==> config.mk <==
export PLATFORM = sky130hd
export DESIGN_NAME = bfr_regs
export DESIGN_NICKNAME = d
export VERILOG_FILES = /design/src/bitstream_field_reader_assert.svh /design/src/bfr_pkg.sv /design/src/bfr_regs.sv
export SDC_FILE = /design/constraint.sdc
export NUM_CORES = 1
export LEC_CHECK = 0
export BUFFER_PORTS_ARGS = -buffer_cell sky130_fd_sc_hd__clkbuf_2
export CAP_MARGIN = 30
export CORE_MARGIN = 2
export CORE_UTILIZATION = 30
export DETAILED_ROUTE_END_ITERATION = 6
export HOLD_SLACK_MARGIN = 0.02
export REMOVE_ABC_BUFFERS = 1
export SLEW_MARGIN = 0
export SYNTH_ARGS = -nofsm -noshare
export SYNTH_HDL_FRONTEND = slang
export SYNTH_SLANG_ARGS = --single-unit
==> constraint.sdc <==
create_clock -name i_clk -period 1.15 [get_ports i_clk]
set_input_delay 0.115 -clock i_clk [delete_from_list [all_inputs] [get_ports i_clk]]
set_output_delay 0.115 -clock i_clk [all_outputs]
set_load 0.01 [all_outputs]
==> src/bitstream_field_reader_assert.svh <==
// Assertion macros for the bitstream field reader.
// Included by bfr_engine, which checks its own logic; no other dependencies.
`ifndef BITSTREAM_FIELD_READER_ASSERT_SVH
`define BITSTREAM_FIELD_READER_ASSERT_SVH
`ifndef SYNTHESIS
// Clocked check, masked while reset is low
`define BFR_ASSERT(lbl, clk, rst_n, prop, msg) \
    lbl: assert property (@(posedge clk) disable iff (!rst_n) (prop)) else $error(msg);
// Clocked check that also runs during reset
`define BFR_ASSERT_ALWAYS(lbl, clk, prop, msg) \
    lbl: assert property (@(posedge clk) (prop)) else $error(msg);
`else
`define BFR_ASSERT(lbl, clk, rst_n, prop, msg)
`define BFR_ASSERT_ALWAYS(lbl, clk, prop, msg)
`endif
`endif

==> src/bfr_pkg.sv <==
// Shared constants, codes and types of the bitstream field reader.
// No dependencies; every other file but the assertion header imports it.
package bfr_pkg;

    // Field widths
    localparam int OPCODE_W     = 2;
    localparam int LOAD_ADDR_W  = 12;
    localparam int BYTE_W       = 8;
    localparam int COUNT_W      = 6;
    localparam int VALUE_W      = 32;
    localparam int POS_W        = 32;
    localparam int BYTE_COUNT_W = 13;
    localparam int START_BIT_W  = 15;
    localparam int DATA_W       = 32;
    localparam int PADDR_W      = 4;

    // Defaults of the top-level parameters
    localparam int DEF_BUFFER_BYTES  = 4096;
    localparam int DEF_MAX_READ_BITS = 32;

    // Bit offset inside a byte and bits per byte
    localparam logic [2:0] BIT_IN_BYTE_MASK = 3'h7;
    localparam logic [3:0] BYTE_BITS        = 4'd8;

    // Item opcodes
    localparam logic [OPCODE_W-1:0] OP_LOAD = 2'd0;
    localparam logic [OPCODE_W-1:0] OP_PEEK = 2'd1;
    localparam logic [OPCODE_W-1:0] OP_READ = 2'd2;

    // Register indexes (word address bits)
    localparam logic [1:0] REG_BYTE_COUNT = 2'd0;
    localparam logic [1:0] REG_START_BIT  = 2'd1;
    localparam logic [1:0] REG_BIT_ORDER  = 2'd2;

    // Configuration seen by the gather engine
    typedef struct packed {
        logic [BYTE_COUNT_W-1:0] byte_count;
        logic                    bit_order;
        logic                    start_wr;
        logic [START_BIT_W-1:0]  start_bit;
    } t_cfg;

endpackage

==> src/bfr_regs.sv <==
// APB-style configuration registers of the bitstream field reader.
// Depends on bfr_pkg; feeds a t_cfg struct to the gather engine.
module bfr_regs
    import bfr_pkg::*;
(
    input  logic               i_clk,
    input  logic               i_rst_n,
    input  logic               psel,
    input  logic               penable,
    input  logic               pwrite,
    input  logic [PADDR_W-1:0] paddr,
    input  logic [DATA_W-1:0]  pwdata,
    output logic [DATA_W-1:0]  prdata,
    output logic               pready,
    output t_cfg               o_cfg
);

    logic [BYTE_COUNT_W-1:0] r_byte_count;
    logic [START_BIT_W-1:0]  r_start_bit;
    logic                    r_bit_order;
    logic                    wr_en;
    logic [1:0]              reg_idx;

    assign pready  = 1'b1;
    assign wr_en   = psel && penable && pwrite;
    assign reg_idx = paddr[3:2];

    // Register writes on the access phase
    always_ff @(posedge i_clk) begin
        if (!i_rst_n) begin
            r_byte_count <= '0;
            r_start_bit  <= '0;
            r_bit_order  <= 1'b0;
        end else if (wr_en) begin
            unique case (reg_idx)
                REG_BYTE_COUNT: r_byte_count <= pwdata[BYTE_COUNT_W-1:0];
                REG_START_BIT:  r_start_bit  <= pwdata[START_BIT_W-1:0];
                REG_BIT_ORDER:  r_bit_order  <= pwdata[0];
                default: ;
            endcase
        end
    end

    // Read-back mux
    always_comb begin
        unique case (reg_idx)
            REG_BYTE_COUNT: prdata = {{(DATA_W-BYTE_COUNT_W){1'b0}}, r_byte_count};
            REG_START_BIT:  prdata = {{(DATA_W-START_BIT_W){1'b0}}, r_start_bit};
            REG_BIT_ORDER:  prdata = {{(DATA_W-1){1'b0}}, r_bit_order};
            default:        prdata = '0;
        endcase
    end

    // Start-bit writes reload the position in the same edge
    assign o_cfg.byte_count = r_byte_count;
    assign o_cfg.bit_order  = r_bit_order;
    assign o_cfg.start_wr   = wr_en && (reg_idx == REG_START_BIT);
    assign o_cfg.start_bit  = pwdata[START_BIT_W-1:0];

endmodule

# ---- After elaboration in Yosys (flattened, before gate mapping)
# Index checks and enable logic that the tools add are counted.
dict set report word_totals {
  reg_bits 29
  input_bits 41
  output_inout_bits 63
  elab_cells 13
}
dict set report op_classes {
  eq_ne 2
  n_mux 1
  n_reduce_logical 7
}
# cell count
set op_table {}
lappend op_table {{$pmux 15 s3} 1}
lappend op_table {{$reduce_and 2->1} 3}
lappend op_table {{$logic_and 1x1->1} 3}
lappend op_table {{$eq 2x1->1 const B} 1}
lappend op_table {{$eq 2x2->1 const B} 1}
lappend op_table {{$logic_not 2->1} 1}

# ---- Longest topological paths before layout
# Gate-level depths: netlist of run 1.
dict set report logic_depth {
  word_depth 3
  ltp_mapped 5
  mapped_depth_nobuf 3
}

# ---- Worst setup path before layout of run 1
# No wires, ideal clock.
dict set report synth_timing {
  path_type {in2reg}
  start {input port paddr[3]}
  end {register r_byte_count[0]}
  setup_ns 0.119
  t_arrival_ns 0.970
  t_required_ns 1.031
  slack_ns 0.061
  path_stages 5
  path_buffers 3
  cell_sequence {buf_6 > or3_4 > buf_6 > buf_12 > mux2i_1}
}
dict set report synth_via {
  elab_chain_cells 2
}
# item line
set synth_rtl {}
lappend synth_rtl {{from (decl)} bfr_regs.sv:11} ;# input logic [PADDR_W-1:0] paddr,
lappend synth_rtl {{$logic_not 2->1} bfr_regs.sv:35} ;# unique case (reg_idx)
lappend synth_rtl {{$reduce_and 2->1 (no source line)} n/a}
lappend synth_rtl {{to (signal assigned)} bfr_regs.sv:36} ;# REG_BYTE_COUNT: r_byte_count <= pwdata[BYTE_COUNT_W-1:0];
lappend synth_rtl {{to (decl)} bfr_regs.sv:18} ;# logic [BYTE_COUNT_W-1:0] r_byte_count;
# Every way passes these cells.
# A chain may end at the register's enable or synchronous reset.

# ---- Worst setup path in the final report of run 1
dict set report layout_timing {
  start {register r_byte_count[0]}
  end {output port prdata[0]}
}
dict set report layout_via {
  elab_chain_cells 1
}
# item line
set layout_rtl {}
lappend layout_rtl {{$pmux 15 s3} bfr_regs.sv:46} ;# unique case (reg_idx)
lappend layout_rtl {{to (decl)} bfr_regs.sv:13} ;# output logic [DATA_W-1:0] prdata,
# Every way passes these cells.

==> results of run 1 <==
worst max-delay path, cell delays in order (launching register included):
cell,delay (ns)
dfxtp_2,0.34
mux2i_1,0.07
o21ai_1,0.13
clkbuf_2,0.15
power breakdown:
group / switching [mW] / leakage, nW / internal, mW
registers: 0.00777 / 0.235 / 1.02
logic: 0.154 / 0.724 / 0.101
clock network: 0.354 / 0.0443 / 0.473
registers in the layout, indices dropped and copies added, names as in the netlist:
name          cells
r_byte_count     13
r_start_bit      15
r_bit_order       1
timing repair:
action                                  4_1_cts  5_1_grt
pin swaps                                     1        1
buffers inserted                              0        1
resized for setup                             1        2
endpoints found under the setup margin        2        2
path summary, 6_finish.rpt:
check | start | depth (start not counted) | to | slack [ns]
max | r_byte_count[0] | 3 | prdata[0] | 0.08
min | pwdata[14] | 3 | r_start_bit[14] | 0.08
max reg2reg | r_byte_count[12] | 2 | r_byte_count[12] | 0.54
min reg2reg | r_start_bit[13] | 2 | r_start_bit[13] | 0.45
cell type report:
type	count	area, µm²	share of cell area
clock buffers	7	86.3	0.0448
well taps	70	87.6	0.0455
multi-input cells	124	764	0.397
repair buffers	74	407	0.211
flip-flops and latches	29	582	0.302
Yosys cell counts:
library cell	number
nand2_1	44
conb_1	2
buf_4	36
o21ai_0	1
buf_6	3
clkbuf_1	6
dfxtp_1	29
or3_4	1
nor3b_1	2
nand3_1	1
buf_2	1
mux2i_1	42
buf_12	1
nor2_1	12
nand3b_1	1
and3b_1	2
cells by family after synthesis:
logic type	Yosys count	synth area share
multiplexers	42	0.258
AO/OA/AOI/OAI	1	0.00306
AND/OR/NAND/NOR	63	0.163
other	2	0.00460
buffers and inverters	47	0.215
flip-flops	29	0.356
per-layer routing:
layer | part of all wire | up-vias
met5 | 0 | -
met4 | 0.0075 | 0
met3 | 0.078 | 4
met2 | 0.45 | 55
met1 | 0.46 | 539
li1 | - | 643
==> reports/qor.csv, run 1 <==
metric,value,unit
die width,77.7,µm
"commonest cells after routing, fill and taps aside","clkbuf_2 (66), nand2_1 (44), mux2i_1 (42)",
Most Crowded Layer GR,met2,
clock sinks,29,
H-tree depth,2,
met3 Track Usage GR,0.0419,
Via density,4.08,
Synth Register Bits,29,
Die ar.,6040,µm²
Routed Antenna Nets,0,
met1 GRT Util,0.142,
Die Y,77.7,µm
global-route wire length before repair,5.38,mm
Netlist cell types,16,
Gate Count Post-Synth,184,
sequential-to-total area share from yosys stat,0.356,
Power Dens Cells,1090,nW/µm²
drt total wl,3.33,mm
Initial Util,0.315,
area grow syn2layout,18.1,%
# IOs,104,
Yosys warning total,0,
Clock Latency Late Sink,0.27,ns
"commonest non-fill, non-tap cell in the layout",clkbuf_2,
Max Cap Viol,0,
TNS Setup,0,ns
hold_buf cts,0,
pre-CTS WS,-0.0122,ns
total gr overflow,0,
total power,2.11,mW
Crit path required time,1.03,ns
Max IR drop VDD,0.000425,V
Post-DP HPWL,2.37,mm
initial antenna violation count,0,
DRC errors left,0,
"area leader, netlist",dfxtp_1,
FILL cells,542,
fin util,0.373,
ant diodes,0,
Netlist Area Pre-Place,1630,µm²
FMAX,933,MHz
CTS tree,built,
DP Area,1830,µm²
fin nets,275,
post-synth top area share,0.356,
crit path kind,reg2out,
Placement Rows,26,
"Reg clk slew, reported paths",0.06,ns
"Design Area, Final",1930,µm²
status,"complete, no violations",
startpoint types,flop,
TritonCTS Buffers,5,
CP Max Fanout,3,
final hold violations,0,
CTS Root Cell,clkbuf_8,
worst setup margin,0.0780,ns
number of port buffers,66,
Max Slew Vio Count,0,
"top cells by area, synth","dfxtp_1 (36%), mux2i_1 (26%), buf_4 (17%), nand2_1 (10%), nor2_1 (2.8%)",
clk buf depth,2,
Layout Cells excl Fill,304,
critical path endpoint category,primary output,
fin crit share,0.932,
unrepaired setup endpoints after global routing,no,
drt first pass iters,3,
pin count of the biggest net entering global routing,45,
Fin Hold WS,0.0809,ns
vias in the first global route,1127,
syn_area_per_cell,8.87,µm²
share of cells above drive strength 1,0.355,
GRT Resource Usage Total,0.114,
clock skew,0,ns
met2 Use GR,0.183,
Placed Cells incl. Taps,296,
Pleak,1.00,nW
crit path DAT,0.96,ns
final setup fails,0,
crit path time final,1.07,ns
Hold/Removal Path Class,in2reg,
First DRT Iteration DRCs,37,
gpl congestion,0.650,
via count,1241,
WL/cell,10.9,µm
core area,5170,µm²
(Power assumes the default switching activity.)
==> run 2, diff against run 1 <==
--- a/config.mk
+++ b/config.mk
@@ -8,9 +8,10 @@
 export BUFFER_PORTS_ARGS = -buffer_cell sky130_fd_sc_hd__clkbuf_2
 export CAP_MARGIN = 30
 export CORE_MARGIN = 2
-export CORE_UTILIZATION = 30
+export CORE_UTILIZATION = 25
 export DETAILED_ROUTE_END_ITERATION = 6
 export HOLD_SLACK_MARGIN = 0.02
+export PLACE_DENSITY = 0.65
 export REMOVE_ABC_BUFFERS = 1
 export SLEW_MARGIN = 0
 export SYNTH_ARGS = -nofsm -noshare
==> reports/qor.csv, run 2 (synthesis gave the netlist of run 1 again) <==
metric,value,unit
switching power,552,µW
global-route wire length before repair,5.59,mm
postcts setup bufs,0,
crit path kind,reg2out,
Hold/Removal Path Class,in2reg,
CTS tree,built,
Top Registers,"r_start_bit (15), r_byte_count (13), r_bit_order (1)",
CTS Root Cell,clkbuf_8,
"Reg clk slew, reported paths",0.07,ns
fin crit share,0.923,
final hold violations,0,
fin nets,276,
GRT Resource Usage Total,0.100,
"Slowest-stage cell, CP",dfxtp_1,
area grow syn2layout,20.5,%
core area,6310,µm²
FMAX,942,MHz
unrepaired setup endpoints after global routing,yes,
Power Dens Cells,1210,nW/µm²
share of cells above drive strength 1,0.377,
pin count of the biggest net entering global routing,27,
power share of the clock group,0.460,
Die ar.,7190,µm²
gpl congestion,0.651,
fin util,0.311,
CTS resizes,0,
# IOs,104,
Routed Antenna Nets,0,
WL/cell,11.3,µm
H-tree depth,2,
die width,84.8,µm
crit path time final,1.06,ns
family with the most delay on the worst path,flip-flops,
Max Cap Viol,0,
vias in the first global route,1171,
Max Slew Vio Count,0,
Largest register FFs,15,
Sequential Power Share,0.431,
Layout Cells excl Fill,313,
cells along the critical path,mux2i_1 -> o21ai_1 -> buf_2,
Sw Share,0.232,
clk buf depth,2,
clock skew,0,ns
DRC errors left,0,
ant diodes,0,
drt total wl,3.55,mm
status,"complete, no violations",
Largest Register,r_start_bit,
number of port buffers,66,
CP max stage delay,0.34,ns
Initial Util,0.258,
final setup fails,0,
initial antenna violation count,0,
Post-DP HPWL,2.65,mm
critical path endpoint category,primary output,
via count,1285,
Pleak,1.02,nW
hold path depth,3,
Placed Cells incl. Taps,305,
Die Y,84.8,µm
Placement Rows,29,
drt first pass iters,4,
startpoint types,flop,
Logic pwr share,0.108,
clock sinks,29,
"commonest non-fill, non-tap cell in the layout",clkbuf_2,
CP Depth,3,
hold_buf cts,0,
Clock Latency Late Sink,0.28,ns
First DRT Iteration DRCs,25,
Crit path required time,1.03,ns
CP Max Fanout,2,
worst r2r path cells,2,
Max IR drop VDD,0.000620,V
TritonCTS Buffers,5,
Int Pwr,1.82,mW
Buf/Inv on CP,1,
total gr overflow,0,
"commonest cells after routing, fill and taps aside","clkbuf_2 (64), nand2_1 (44), mux2i_1 (42)",
Via density,4.11,
crit path DAT,0.95,ns
## run 2: cell types whose count changed in the layout (fill, tap and decap cells not counted), moves of 2 or more
| cell | before | now |
|---|---|---|
| buf_4 | 6 | 8 |
| dfxtp_2 | 1 | 5 |
| buf_2 | 0 | 2 |
| clkbuf_2 | 66 | 64 |
| dfxtp_1 | 28 | 24 |
## run 2: metrics by stage
step	area [µm²]	setup slack, ns	total power [mW]	setup TNS, ns	hold slack (ns)
after floorplan	1340	-1.32	1.14	-20.79	0.230
after global placement	1840	0.0111	1.31	0	0.364
after detailed placement	1840	-0.0107	1.31	-0.0258	0.382
after CTS	1960	0.0295	2.42	0	0.0899
after global routing	1970	-0.00974	2.50	-0.00974	0.0794
final	1970	0.0888	2.38	0	0.0930
## run 2: path summary, 6_finish.rpt
check        slack, ns              end            start
max               0.09        prdata[0]   r_start_bit[0]
min               0.09  r_byte_count[3]        pwdata[3]
max reg2reg       0.55  r_byte_count[9]  r_byte_count[9]
min reg2reg       0.45   r_start_bit[5]   r_start_bit[5]
## run 2: area by class of cell
type	instances	area (µm²)
Tap cell	77	96.3
Fill cell	687	4350
Multi-Input combinational cell	124	764
Timing Repair Buffer	75	402
Clock buffer	7	86.3
Clock inverter	1	30.0
Sequential cell	29	587
## run 2: worst register-to-register path, cell delays in order, from the launching register on
cell     delay [ns]
dfxtp_1        0.35
nand2_1        0.06
mux2i_1        0.13
## run 2: per-layer routing
layer / routed length, µm / global-route usage / up-vias
li1: - / - / 644
met1: 1610 / 0.126 / 580
met2: 1630 / 0.159 / 57
met3: 273 / 0.0364 / 4
met4: 28 / 0.0346 / 0
met5: 0 / 0 / -
## run 2: power groups by stage
stage	Combinational [mW]	Sequential (mW)	Clock [mW]
after global routing	0.283	1.03	1.19
after global placement	0.259	1.05	0
after CTS	0.262	1.02	1.13
final	0.257	1.03	1.09
after detailed placement	0.262	1.05	0
after floorplan	0.0861	1.05	0
==> run 3, diff against run 2 <==
--- a/config.mk
+++ b/config.mk
@@ -5,13 +5,14 @@
 export SDC_FILE = /design/constraint.sdc
 export NUM_CORES = 1
 export LEC_CHECK = 0
+export ABC_AREA = 1
 export BUFFER_PORTS_ARGS = -buffer_cell sky130_fd_sc_hd__clkbuf_2
 export CAP_MARGIN = 30
 export CORE_MARGIN = 2
 export CORE_UTILIZATION = 25
 export DETAILED_ROUTE_END_ITERATION = 6
 export HOLD_SLACK_MARGIN = 0.02
-export PLACE_DENSITY = 0.65
+export PLACE_DENSITY = 0.64
 export REMOVE_ABC_BUFFERS = 1
 export SLEW_MARGIN = 0
 export SYNTH_ARGS = -nofsm -noshare
==> reports/qor.csv, run 3 <==
metric,value,unit
status,"complete, no violations",
CTS Root Cell,clkbuf_8,
drt first pass iters,4,
Synth Register Bits,29,
GRT Resource Usage Total,0.108,
"Slowest-stage cell, CP",dfxtp_1,
total power,2.22,mW
H-tree depth,2,
final hold violations,0,
Netlist cell types,16,
ant diodes,0,
Placement Rows,29,
# IOs,104,
CTS tree,built,
Die ar.,7350,µm²
ys flop type,dfxtp_1,
Buf/Inv on CP,1,
clk buf depth,2,
Top Registers,"r_start_bit (15), r_byte_count (13), r_bit_order (1)",
syn_area_per_cell,6.93,µm²
crit path time final,1.07,ns
total gr overflow,0,
pin count of the biggest net entering global routing,31,
Yosys warning total,0,
Post-synth EDFFs,0,
fin crit share,0.934,
unrepaired setup endpoints after global routing,no,
Placed Cells incl. Taps,361,
number of port buffers,66,
Gate Count Post-Synth,241,
TritonCTS Buffers,5,
post-synth top area share,0.348,
DRC errors left,0,
Sequential Power Share,0.468,
final setup fails,0,
vias in the first global route,1396,
"area leader, netlist",dfxtp_1,
initial antenna violation count,0,
die width,85.7,µm
Crit path required time,1.03,ns
FMAX,931,MHz
Clock Latency Late Sink,0.27,ns
"Reg clk slew, reported paths",0.06,ns
Post-DP HPWL,2.73,mm
Int Pwr,1.63,mW
Max Slew Vio Count,0,
share of cells above drive strength 1,0.299,
critical path endpoint category,primary output,
Max IR drop VDD,0.000573,V
Largest Register,r_start_bit,
clock skew,0,ns
via count,1552,
First DRT Iteration DRCs,60,
clock sinks,29,
CTS resizes,0,
core area,6390,µm²
"top cells by area, synth","dfxtp_1 (35%), buf_4 (17%), nor2_1 (14%), nand3_1 (9.3%), nand2_1 (7.6%)",
Largest register FFs,15,
CP max stage delay,0.33,ns
Via density,4.22,
startpoint types,flop,
Initial Util,0.261,
fin nets,332,
CP Depth,2,
switching power,591,µW
postcts setup bufs,0,
Hold/Removal Path Class,in2reg,
"commonest non-fill, non-tap cell in the layout",clkbuf_2,
family with the most delay on the worst path,flip-flops,
crit path kind,reg2out,
sequential-to-total area share from yosys stat,0.348,
Logic pwr share,0.155,
WL/cell,10.5,µm
drt total wl,3.87,mm
gpl congestion,0.697,
"commonest cells after routing, fill and taps aside","clkbuf_2 (66), nor2_1 (60), nand2_1 (34)",
Post-synth top cells,"nor2_1 (61), buf_4 (38), nand2_1 (34)",
global-route wire length before repair,6.33,mm
Netlist Area Pre-Place,1670,µm²
Die Y,85.7,µm
area grow syn2layout,21.6,%
worst setup margin,0.0757,ns
pre-CTS WS,0.120,ns
hold path depth,5,
ys async rst share,0,
Routed Antenna Nets,0,
worst r2r path cells,2,
hold_buf cts,0,
CP Max Fanout,3,
crit path DAT,0.96,ns
cells along the critical path,a22o_1 -> clkbuf_2,
Pleak,1.03,nW
"count leader, synth",nor2_1,
Layout Cells excl Fill,368,
power share of the clock group,0.378,
Max Cap Viol,0,
Power Dens Cells,1100,nW/µm²
Sw Share,0.266,
-- run 3: cell count changes in the layout (fill, tap and decap cells not counted), moves of 3 or more --
cell     change
dfxtp_2      -5
buf_4        -7
nand3_1     +30
dfxtp_1      +5
nor2_1      +48
inv_1       +18
nand2_1     -10
a22o_1      +12
buf_12       +6
mux2i_1     -42
nor2_2       +3
-- run 3: layout make-up --
| class | count | area [µm²] |
|---|---|---|
| fillers | 710 | 4360 |
| repair buffers | 73 | 458 |
| flip-flops and latches | 29 | 581 |
| well taps | 77 | 96.3 |
| clock buffers | 7 | 86.3 |
| inverters | 20 | 75.1 |
| multi-input cells | 162 | 733 |
-- run 3: worst register-to-register path, stage by stage, from the launching register on --
cell and delay [ns]:
dfxtp_1 0.32, a21oi_1 0.11, nor2_1 0.05
-- run 3: cells by family (layout without fill, tap and decap cells) --
| logic type | Yosys count | after routing | synth area share |
|---|---|---|---|
| simple gates | 131 | 131 | 0.331 |
| buf+inv | 66 | 100 | 0.250 |
| flops | 29 | 29 | 0.348 |
| compound gates | 13 | 13 | 0.0660 |
| other cells | 2 | 18 | 0.00450 |
-- run 3: per-layer routing --
| metal | vias up | track usage | part of all wire |
|---|---|---|---|
| li1 | 800 | - | - |
| met1 | 686 | 0.127 | 0.44 |
| met2 | 59 | 0.187 | 0.48 |
| met3 | 7 | 0.0318 | 0.072 |
| met4 | 0 | 0.0390 | 0.013 |
| met5 | - | 0 | 0 |
-- run 3: power by group through the flow --
stage / combinational, mW / clock (mW) / sequential (mW)
2_1_floorplan: 0.151 / 0 / 1.07
3_3_place_gp: 0.342 / 0 / 1.06
3_5_place_dp: 0.346 / 0 / 1.06
4_1_cts: 0.347 / 0.872 / 1.04
5_1_grt: 0.384 / 0.932 / 1.04
6_report: 0.344 / 0.840 / 1.04
-- run 3: through the flow --
stage	area (µm²)	util	TNS (ns)	hold WS [ns]
2_1_floorplan	1390	-	-8.32	0.230
3_3_place_gp	1940	0.304	0	0.434
3_5_place_dp	1940	0.304	0	0.433
4_1_cts	2030	0.318	0	0.172
5_1_grt	2030	0.318	0	0.182
6_report	2030	0.318	0	0.182
-- run 3: final timing paths --
kind / from / end / slack [ns]
worst max-delay path: r_byte_count[12] / prdata[12] / 0.08
worst min-delay path: pwdata[9] / r_byte_count[9] / 0.18
worst max register to register: r_bit_order / r_bit_order / 0.56
worst min register to register: r_start_bit[10] / r_start_bit[10] / 0.48
